File: src/hw/rtl/elvd_pkg.sv
// Package for the edge log varint decoder.
// Holds action codes, field widths and record format constants.
// No dependencies.
`timescale 1ns / 1ps

package elvd_pkg;

   // Fixed field widths of the item channels.
   localparam int ACTION_BITS  = 2;
   localparam int LEVEL_COUNT  = 16;
   localparam int BYTE_BITS    = 8;
   localparam int NUMBER_BITS  = 4;
   localparam int VALUE_BITS   = 64;
   localparam int REL_BITS     = 64;
   localparam int COUNT_BITS   = 5;
   localparam int SHIFT_BITS   = 7;
   localparam int SEL_BITS     = 3;

   typedef logic [ACTION_BITS-1:0] action_type;

   // Action codes carried by an input item.
   localparam action_type ACT_START      = 2'd0;
   localparam action_type ACT_BEGIN_READ = 2'd1;
   localparam action_type ACT_BYTE       = 2'd2;

   // Record byte format: seven payload bits and a continuation flag.
   localparam logic [6:0]            GROUP_MASK = 7'h7F;
   localparam int                    MORE_BIT   = 7;
   localparam logic [SHIFT_BITS-1:0] GROUP_STEP = 7'd7;
   localparam logic [SHIFT_BITS-1:0] SHIFT_CAP  = 7'd70;
   localparam logic [SHIFT_BITS-1:0] SHIFT_END  = 7'd64;

endpackage

File: src/hw/rtl/edge_log_varint_decoder_top.sv
// Top level of the edge log varint decoder: a two stage pipeline.
// Depends on elvd_pkg for action codes and record format constants.
`timescale 1ns / 1ps

// Usage
// The req_ channel carries one item per handshake: a start (base time and
// initial levels), a begin read (current time) or one encoded log byte.
// The rsp_ channel returns one item for each completed record that is read
// while not halted: either a reported edge or a deferred marker.
// csr_write_enable with csr_write_data sets the signal count; write it only
// while the block is idle.
// Flow: an accepted item is held in the accumulate stage register and moves
// through the time stage into the result register once that register can
// take it. The block takes one item per cycle while the receiver does not
// stall.
// When the receiver stalls, the result register holds its item and the
// input register still takes an item if it is empty; once it holds one, req_ready drops.
// Reset clears the partial record, times and levels, sets the signal count
// to one and leaves the block halted until the first begin read.
module edge_log_varint_decoder_top #(
   parameter int MAX_SIGNALS = 16,
   parameter int TIME_BITS   = 64
) (
   input  logic                                 clock,
   input  logic                                 reset,
   input  logic                                 req_valid,
   output logic                                 req_ready,
   input  elvd_pkg::action_type                 req_action,
   input  logic [TIME_BITS-1:0]                 req_time_value,
   input  logic [elvd_pkg::LEVEL_COUNT-1:0]     req_level_bits,
   input  logic [elvd_pkg::BYTE_BITS-1:0]       req_data_byte,
   output logic                                 rsp_valid,
   input  logic                                 rsp_ready,
   output logic [elvd_pkg::NUMBER_BITS-1:0]     rsp_signal_number,
   output logic signed [elvd_pkg::REL_BITS-1:0] rsp_relative_time,
   output logic                                 rsp_falling_edge,
   output logic                                 rsp_deferred,
   input  logic                                 csr_write_enable,
   input  logic [elvd_pkg::COUNT_BITS-1:0]      csr_write_data
);
   import elvd_pkg::*;

   localparam logic [COUNT_BITS-1:0] MAX_COUNT = COUNT_BITS'(MAX_SIGNALS);

   // Configuration: number of low value bits that hold the signal number.
   logic [SEL_BITS-1:0]   sel_bits_ff;
   logic [SEL_BITS-1:0]   sel_bits_in;
   logic [COUNT_BITS-1:0] count_clamped;

   // Accumulate stage state and its output register.
   logic [VALUE_BITS-1:0]  acc_ff, acc_in;
   logic [SHIFT_BITS-1:0]  shift_ff, shift_in;
   logic                   a_valid_ff;
   action_type             a_action_ff;
   logic [TIME_BITS-1:0]   a_time_ff;
   logic [LEVEL_COUNT-1:0] a_levels_ff;
   logic                   a_complete_ff, a_complete_in;
   logic [TIME_BITS-1:0]   a_delay_ff, a_delay_in;
   logic [NUMBER_BITS-1:0] a_num_ff, a_num_in;

   // Time stage state.
   logic [TIME_BITS-1:0]   running_ff, running_in;
   logic [TIME_BITS-1:0]   latched_ff, latched_in;
   logic [LEVEL_COUNT-1:0] levels_ff, levels_in;
   logic                   halted_ff, halted_in;

   // Result register.
   logic                   rsp_valid_ff, rsp_valid_in;
   logic [NUMBER_BITS-1:0] rsp_num_ff, rsp_num_in;
   logic [REL_BITS-1:0]    rsp_rel_ff, rsp_rel_in;
   logic                   rsp_fall_ff, rsp_fall_in;
   logic                   rsp_def_ff, rsp_def_in;

   logic req_take;
   logic b_go;

   logic [VALUE_BITS-1:0]  acc_merged;
   logic [VALUE_BITS-1:0]  delay_full;
   logic [NUMBER_BITS-1:0] num_mask;
   logic [TIME_BITS:0]     sum_when;
   logic [TIME_BITS+1:0]   sum_diff;
   logic [TIME_BITS+1:0]   diff_wide;
   logic signed [TIME_BITS:0] diff;
   logic                   late;

   // Handshake: the time stage moves when the result register can take a result.
   assign b_go      = a_valid_ff && (!rsp_valid_ff || rsp_ready);
   assign req_ready = !a_valid_ff || b_go;
   assign req_take  = req_valid && req_ready;

   // Signal count clamp and number of bits needed for the signal number.
   always_comb begin
      count_clamped = csr_write_data;
      if (count_clamped == '0) begin
         count_clamped = COUNT_BITS'(1);
      end
      if (count_clamped > MAX_COUNT) begin
         count_clamped = MAX_COUNT;
      end
      if (count_clamped <= COUNT_BITS'(1)) begin
         sel_bits_in = SEL_BITS'(0);
      end else if (count_clamped <= COUNT_BITS'(2)) begin
         sel_bits_in = SEL_BITS'(1);
      end else if (count_clamped <= COUNT_BITS'(4)) begin
         sel_bits_in = SEL_BITS'(2);
      end else if (count_clamped <= COUNT_BITS'(8)) begin
         sel_bits_in = SEL_BITS'(3);
      end else begin
         sel_bits_in = SEL_BITS'(4);
      end
   end

   // Accumulate stage: gather 7-bit groups and split a completed value.
   // Bytes are gathered even while halted; the time stage drops those records
   // and any begin read or start clears the partial value first.
   always_comb begin
      acc_merged = acc_ff;
      if (shift_ff < SHIFT_END) begin
         acc_merged = acc_ff
            | (VALUE_BITS'(req_data_byte[6:0] & GROUP_MASK) << shift_ff[5:0]);
      end
      delay_full = acc_merged >> sel_bits_ff;
      a_delay_in = delay_full[TIME_BITS-1:0];
      num_mask   = NUMBER_BITS'((5'd1 << sel_bits_ff) - 5'd1);
      a_num_in   = acc_merged[NUMBER_BITS-1:0] & num_mask;

      acc_in        = acc_ff;
      shift_in      = shift_ff;
      a_complete_in = 1'b0;
      case (req_action)
         ACT_START, ACT_BEGIN_READ: begin
            acc_in   = '0;
            shift_in = '0;
         end
         ACT_BYTE: begin
            if (req_data_byte[MORE_BIT]) begin
               acc_in   = acc_merged;
               shift_in = (shift_ff + GROUP_STEP > SHIFT_CAP) ? SHIFT_CAP
                        : shift_ff + GROUP_STEP;
            end else begin
               acc_in        = '0;
               shift_in      = '0;
               a_complete_in = 1'b1;
            end
         end
         default: begin
            acc_in   = acc_ff;
            shift_in = shift_ff;
         end
      endcase
   end

   // Time stage arithmetic: event time, and its distance to the latched time
   // taken as one three-operand sum with the wrap carry removed at bit TIME_BITS.
   always_comb begin
      sum_when  = {1'b0, running_ff} + {1'b0, a_delay_ff};
      sum_diff  = {2'b00, running_ff} + {2'b00, a_delay_ff} - {2'b00, latched_ff};
      diff_wide = sum_diff - ((TIME_BITS+2)'(sum_when[TIME_BITS]) << TIME_BITS);
      diff      = signed'(diff_wide[TIME_BITS:0]);
      late      = !diff[TIME_BITS] && (diff != '0);
   end

   // Time stage control: start, begin read and completed records.
   always_comb begin
      running_in   = running_ff;
      latched_in   = latched_ff;
      levels_in    = levels_ff;
      halted_in    = halted_ff;
      rsp_valid_in = rsp_valid_ff && !rsp_ready;
      rsp_num_in   = rsp_num_ff;
      rsp_rel_in   = rsp_rel_ff;
      rsp_fall_in  = rsp_fall_ff;
      rsp_def_in   = rsp_def_ff;
      if (b_go) begin
         case (a_action_ff)
            ACT_START: begin
               running_in = a_time_ff;
               levels_in  = a_levels_ff;
               halted_in  = 1'b1;
            end
            ACT_BEGIN_READ: begin
               latched_in = a_time_ff;
               halted_in  = 1'b0;
            end
            ACT_BYTE: begin
               if (a_complete_ff && !halted_ff) begin
                  rsp_valid_in = 1'b1;
                  if (late) begin
                     halted_in   = 1'b1;
                     rsp_num_in  = '0;
                     rsp_rel_in  = '0;
                     rsp_fall_in = 1'b0;
                     rsp_def_in  = 1'b1;
                  end else begin
                     running_in           = sum_when[TIME_BITS-1:0];
                     levels_in[a_num_ff]  = !levels_ff[a_num_ff];
                     rsp_num_in           = a_num_ff;
                     rsp_rel_in           = REL_BITS'(diff);
                     rsp_fall_in          = levels_ff[a_num_ff];
                     rsp_def_in           = 1'b0;
                  end
               end
            end
            default: begin
               halted_in = halted_ff;
            end
         endcase
      end
   end

   // State registers with reset.
   always_ff @(posedge clock) begin
      if (reset) begin
         sel_bits_ff  <= '0;
         acc_ff       <= '0;
         shift_ff     <= '0;
         a_valid_ff   <= 1'b0;
         running_ff   <= '0;
         latched_ff   <= '0;
         levels_ff    <= '0;
         halted_ff    <= 1'b1;
         rsp_valid_ff <= 1'b0;
      end else begin
         if (csr_write_enable) begin
            sel_bits_ff <= sel_bits_in;
         end
         if (req_take) begin
            acc_ff   <= acc_in;
            shift_ff <= shift_in;
         end
         a_valid_ff   <= req_take || (a_valid_ff && !b_go);
         running_ff   <= running_in;
         latched_ff   <= latched_in;
         levels_ff    <= levels_in;
         halted_ff    <= halted_in;
         rsp_valid_ff <= rsp_valid_in;
      end
   end

   // Payload registers.
   always_ff @(posedge clock) begin
      if (req_take) begin
         a_action_ff   <= req_action;
         a_time_ff     <= req_time_value;
         a_levels_ff   <= req_level_bits;
         a_complete_ff <= a_complete_in;
         a_delay_ff    <= a_delay_in;
         a_num_ff      <= a_num_in;
      end
      rsp_num_ff  <= rsp_num_in;
      rsp_rel_ff  <= rsp_rel_in;
      rsp_fall_ff <= rsp_fall_in;
      rsp_def_ff  <= rsp_def_in;
   end

   // Result channel.
   assign rsp_valid         = rsp_valid_ff;
   assign rsp_signal_number = rsp_num_ff;
   assign rsp_relative_time = signed'(rsp_rel_ff);
   assign rsp_falling_edge  = rsp_fall_ff;
   assign rsp_deferred      = rsp_def_ff;

endmodule
File: config.mk
export PLATFORM = sky130hd
export DESIGN_NAME = edge_log_varint_decoder_top
export DESIGN_NICKNAME = d
export VERILOG_FILES = /design/src/hw/rtl/elvd_pkg.sv /design/src/hw/rtl/edge_log_varint_decoder_top.sv
export SDC_FILE = /design/constraint.sdc
export NUM_CORES = 1
export LEC_CHECK = 0
export BUFFER_PORTS_ARGS = -buffer_cell sky130_fd_sc_hd__buf_2
export CAP_MARGIN = 15
export CORE_UTILIZATION = 60
export CTS_CLUSTER_SIZE = 20
export DETAILED_ROUTE_END_ITERATION = 7
export HOLD_SLACK_MARGIN = 0.06
export PLACE_DENSITY = 0.82
export SYNTH_ARGS = -nofsm -noshare
export SYNTH_HDL_FRONTEND = slang
export SYNTH_SLANG_ARGS = --single-unit
File: constraint.sdc
create_clock -name clock -period 17 [get_ports clock]
set_clock_uncertainty 0.2 [all_clocks]
set_input_delay 0.85 -clock clock [delete_from_list [all_inputs] [get_ports clock]]
set_output_delay 0.85 -clock clock [all_outputs]
set_load 0.02 [all_outputs]
Word-level counts from Yosys, hierarchy flattened
Cells that the tools add are included.
{"block": "op_classes", "add_sub_neg": 6, "magnitude_cmp": 9, "eq_ne": 7, "shifts": 3, "mux": 31, "bitwise_logic": 2, "n_reduce_logical": 30}
{"operator": "two-way mux 64 bit", "n": 4}
{"operator": "case mux 64 bit (2 select lines)", "n": 2}
{"operator": "adder 64 x 64 -> 65 bit", "n": 2}
{"operator": "nonzero test 65 bit", "n": 1}
{"operator": "subtractor 65 x 64 -> 65 bit", "n": 1}
{"operator": "subtractor 65 bit", "n": 1}
{"operator": "OR 64 bit", "n": 1}
{"operator": "left shift 7 x 6 -> 64 bit", "n": 1}
{"operator": ">> shifter 64 x 3 -> 64 bit", "n": 1}
{"operator": "two-way mux 16 bit", "n": 2}
{"operator": "case mux 16 bit (2 select lines)", "n": 1}
{"operator": "bitwise mux 16 bit", "n": 1}
{"operator": "two-way mux 7 bit", "n": 2}
{"operator": "case mux 7 bit (2 select lines)", "n": 1}
{"operator": "two-way mux 3 bit", "n": 4}
{"operator": "two-way mux 5 bit", "n": 2}
{"operator": "two-way mux 1 bit", "n": 9}
{"operator": "AND reduction 4 bit", "n": 2}
{"operator": "adder 7 x 3 -> 7 bit, second input constant", "n": 1}
{"operator": "greater-than comparator 7 bit, second input constant", "n": 1}
{"operator": "logical AND 1 bit", "n": 7}
{"operator": "logical NOT 1 bit", "n": 7}
{"operator": "< comparator 7 bit, second input constant", "n": 1}
{"operator": "!= test 2 bit, second input constant", "n": 3}
{"operator": "other kinds (23)", "n": 30}
{"block": "totals", "ff_bits": 442, "out_inout_bits": 72, "wordCells": 107}

Depth between registers and ports, before layout
{"block": "depth", "depth_word": 9, "depth_mapped": 24}

Worst setup path before layout
No wires, ideal clock.
{"block": "synth_timing", "kind": "input to register", "from": "input port rsp_ready", "to": "register shift_ff[5]", "t_arrival_ps": 7168, "t_required_ps": 16730, "setup_slack_ps": 9562, "cell_stages": 6, "path_cell_list": "nand3b_1 -> and2_1 -> clkbuf_1 -> nand3_1 -> or4_1 -> a21oi_1"}
{"block": "synth_between", "elab_chain_cells": 5}
{"element": "from (decl)", "line": "edge_log_varint_decoder_top.sv:33", "rtl": "input logic rsp_ready,"}
{"element": "logical OR 1 bit", "line": "edge_log_varint_decoder_top.sv:87", "rtl": "assign b_go = a_valid_ff && (!rsp_valid_ff || rsp_ready);"}
{"element": "logical AND 1 bit", "line": "edge_log_varint_decoder_top.sv:87"}
{"element": "logical OR 1 bit", "line": "edge_log_varint_decoder_top.sv:88", "rtl": "assign req_ready = !a_valid_ff || b_go;"}
{"element": "logical AND 1 bit", "line": "edge_log_varint_decoder_top.sv:89", "rtl": "assign req_take = req_valid && req_ready;"}
{"element": "via req_take", "line": "edge_log_varint_decoder_top.sv:74", "rtl": "logic req_take;"}
{"element": "AND reduction 2 bit (no source line)"}
{"element": "to (signal assigned)", "line": "edge_log_varint_decoder_top.sv:229", "rtl": "shift_ff <= shift_in;"}
{"element": "to (decl)", "line": "edge_log_varint_decoder_top.sv:52", "rtl": "logic [SHIFT_BITS-1:0] shift_ff, shift_in;"}
The timed path passes the listed nets, and every way through them passes these cells.
A chain may end at the register's enable or synchronous reset.

Worst setup path after layout
{"block": "layout_timing", "from": "register a_delay_ff[6]", "to": "register running_ff[4]"}
{"block": "layout_between", "elab_chain_cells": 7}
{"element": "from (decl)", "line": "edge_log_varint_decoder_top.sv:58", "rtl": "logic [TIME_BITS-1:0] a_delay_ff, a_delay_in;"}
{"element": "from (signal assigned)", "line": "edge_log_varint_decoder_top.sv:247", "rtl": "a_delay_ff <= a_delay_in;"}
{"element": "adder 64 x 64 -> 65 bit", "line": "edge_log_varint_decoder_top.sv:156, edge_log_varint_decoder_top.sv:157"}
{"element": "subtractor 65 x 64 -> 65 bit", "line": "edge_log_varint_decoder_top.sv:157", "rtl": "sum_diff = {2'b00, running_ff} + {2'b00, a_delay_ff} - {2'b00, latched_ff};"}
{"element": "subtractor 65 bit (*)", "line": "edge_log_varint_decoder_top.sv:158", "rtl": "diff_wide = sum_diff - ((TIME_BITS+2)'(sum_when[TIME_BITS]) << TIME_BITS);"}
{"element": "nonzero test 65 bit or logical NOT 1 bit (tied branches)", "line": "edge_log_varint_decoder_top.sv:160", "rtl": "late = !diff[TIME_BITS] && (diff != '0);"}
{"element": "logical AND 1 bit (*)", "line": "edge_log_varint_decoder_top.sv:160"}
{"element": "!= test 2 bit (no source line) (*)"}
{"element": "AND reduction 4 bit (no source line) (*)"}
{"element": "to (signal assigned)", "line": "edge_log_varint_decoder_top.sv:232", "rtl": "running_ff <= running_in;"}
{"element": "to (decl)", "line": "edge_log_varint_decoder_top.sv:62", "rtl": "logic [TIME_BITS-1:0] running_ff, running_in;"}
Every way passes the cells marked *; elsewhere a longest branch is shown, timed or not.

==> flow_metrics.tcl <==
set metrics [dict create \
    status "complete, no violations" \
    synth.net_count 3808 \
    power_per_cell_area_mw_per_mm2 93.26 \
    synth_area_leaders "edfxtp_1 (21%), dfxtp_1 (14%), ha_1 (7.9%)" \
    setup_violations 0 \
    drtAntennaViolNets 0 \
    synth.distinct_cells 102 \
    postCtsHoldBufs 0 \
    critPathKind "flop to flop" \
    core.rowCount 82 \
    track_usage_pct 32.47 \
    maxCapViolCount 0 \
    drive_gt1_share_pct 10.07 \
    avgSynthCellArea_um2 8.976 \
    coreArea_mm2 0.05048 \
    final_common_cell "a21oi_1" \
    clockRootBuffer "clkbuf_16" \
    relSlewSlack_pct 24.65 \
    synth_edf_count 221 \
    grt_pass1_wl_mm 136.7 \
    crit_path_max_fanout 38 \
    cts_resized 0 \
    async_reset_ff_share_pct 0 \
    drt_iter0_markers 3289 \
    cp.arrival_ns 7.42 \
    cp-end-kind "flop" \
    fin_crit_ns 7.145 \
    start_util_pct 61.31 \
    post-cts-setup-buffers 0 \
    muxShareOfSynthArea_pct 6.282 \
    ys_ff_latch 442 \
    tightest_slew_ns 1.130 \
    grt_max_degree 108 \
    dieHeight_um 229.1 \
    maxSlewViolCount 0 \
    yosysWarningCount 0 \
    vias 26829 \
    clk_path_buf_depth 3 \
    diodes 0 \
    rr_startpoint "a_delay_ff[6]" \
    rr_worst_depth 20 \
    yosysTopAreaCell "edfxtp_1" \
    drtPass1Iterations 6 \
    finalHoldViolations 0 \
    grt_pass1_vias 25183 \
    hold_path_class "input port to flop" \
    finalPower_w 0.003124 \
    areaGrowthSynthToFinish_pct 8.231 \
    most-common-layout-cells "a21oi_1 (391), nand2_1 (313), inv_1 (291)" \
    path_clk_slew_ns 0.06 \
    crit_start "a_delay_ff[6]" \
    final_util_pct 66.36 \
    ys_seq_area_share_pct 35.74 \
    netlist_instances 3448 \
    crit_buf_inv 3 \
    regToRegSetupSlack_ns 9.86 \
    synth_xor_area_share_pct 3.113 \
    finalWeightedCongestion 0.9777 \
    worstPathRequired_ns 17.28 \
    crit_path_end "running_ff[4]" \
    ioPinCount 172 \
    critPathTopFamily "simple AND/OR/NAND/NOR gates" \
    fin_nets 3836 \
    cts_tree "done" \
    synth_top_area_share_pct 21.44 \
    whs_ns 0.2232 \
    antenna_found_initial 1 \
    yosys_most_used_dff "edfxtp_1" \
    numCtsBuffers 47 \
    die_area_mm2 0.05250 \
    cp_slowest_stage_delay_ns 0.62 \
    dp_hpwl_mm 64.38 \
    synth-simple-area-share_pct 14.88 \
    crit_chain "inv_1 -> ha_1 -> fa_1 -> inv_1 -> ha_1 -> a21oi_1 -> o21ai_0 -> o311ai_1 -> nand3_1 -> a21boi_1 -> xnor2_1 -> or4_1 -> nor4_1 -> nand4_1 -> nor4_4 -> nor2_4 -> o21a_4 -> or2_2 -> buf_4 -> a211oi_1" \
    worst_skew_pair.late_latency_ns 0.60 \
    grt_overflow_total 0 \
    syn_area_mm2 0.03095 \
    h-tree-depth 2 \
    die_x_um 229.1 \
    wl_per_cell_um 20.78 \
    critPathLaunchType "flop" \
    synth_top_family_by_area "compound AO/OA/AOI/OAI gates" \
    crit_cells 20 \
    yosys.area_share.adder_pct 12.09 \
    peakVddDrop_mv 0.07019 \
    timing.final.crit_share_pct 42.03 \
    fmax_ghz 0.1400 \
    regToRegEndpoint "running_ff[4]" \
    grt_setup_unrepaired "false" \
    cts_sinks 442 \
    drc 0 \
    portBuffers 171 \
    routed_wl_mm 87.01 \
    crit_slowest_cell "or2_2" \
    setup_tns_ns 0 \
    synth_compound_area_share_pct 21.09 \
    p_leak_nw 13.38 \
    vias_per_cell 6.408 \
]
metrics by stage:
step	area, um2	cells	setup WS (ns)
6_report	33500	4187	9.855
3_5_place_dp	31820	4098	10.09
3_3_place_gp	31820	4098	10.23
5_1_grt	33500	4187	9.681
4_1_cts	33480	4186	10.05
2_1_floorplan	30950	3448	9.562
logic make-up after synthesis:
logic type	Yosys count
simple gates	967
flops	442
fa+ha+maj	260
compound gates	999
mux	165
xor+xnor	110
buf+inv	505
Yosys cell counts, types with 22 or more instances:
library cell and n:
a2111oi_0 52, a211oi_1 88, a21o_1 61, a21oi_1 391
a31oi_1 31, and2_1 34, buf_2 26, clkbuf_1 136
dfxtp_1 221, edfxtp_1 221, fa_1 65, ha_1 195
inv_1 293, mux2i_1 129, mux4_2 22, nand2_1 315
nand3_1 39, nand4_1 41, nor2_1 240, nor2b_1 55
nor3_1 108, o21a_1 31, o21ai_0 107, o21bai_1 22
o22ai_1 24, or3_1 30, xnor2_1 59, xor2_1 51
registers in the layout, summed over array words and instances, names as in the netlist, 3 cells and up:
| register | count |
|---|---|
| a_delay_ff | 64 |
| a_levels_ff | 16 |
| a_num_ff | 4 |
| a_time_ff | 64 |
| acc_ff | 64 |
| latched_ff | 64 |
| levels_ff | 16 |
| rsp_relative_time | 64 |
| rsp_signal_number | 4 |
| running_ff | 64 |
| sel_bits_ff | 3 |
| shift_ff | 7 |
report_power, final:
group	switching, W	internal (W)
sequential	0.0000326	0.00117
combinational	0.000525	0.000287
clock	0.000442	0.000665
total	0.00100	0.00212
worst min-delay path by stage:
stage	startpoint	end	cells after the start
floorplan	latched_ff[1]	latched_ff[1]	2
CTS	req_level_bits[12]	a_levels_ff[12]	1
global placement	latched_ff[43]	latched_ff[43]	2
detailed placement	latched_ff[39]	latched_ff[39]	2
finish	req_level_bits[1]	a_levels_ff[1]	1
global route	req_level_bits[12]	a_levels_ff[12]	1
per-layer routing:
metal / share of wire (%) / track usage [%]
met5: 0.014 / 0
met4: 4.1 / 13.88
met3: 9.0 / 5.839
met2: 43 / 49.25
met1: 43 / 45.51
final cells by class:
class | count | area, um2
fillers | 4134 | 16980
multi-input cells | 2501 | 17810
inverters | 294 | 1104
clock inverters | 24 | 342.8
well taps | 672 | 840.8
clock buffers | 64 | 1313
repair buffers | 190 | 1017
flip-flops and latches | 442 | 11070
Note: power is estimated with default switching activity, not from simulation.
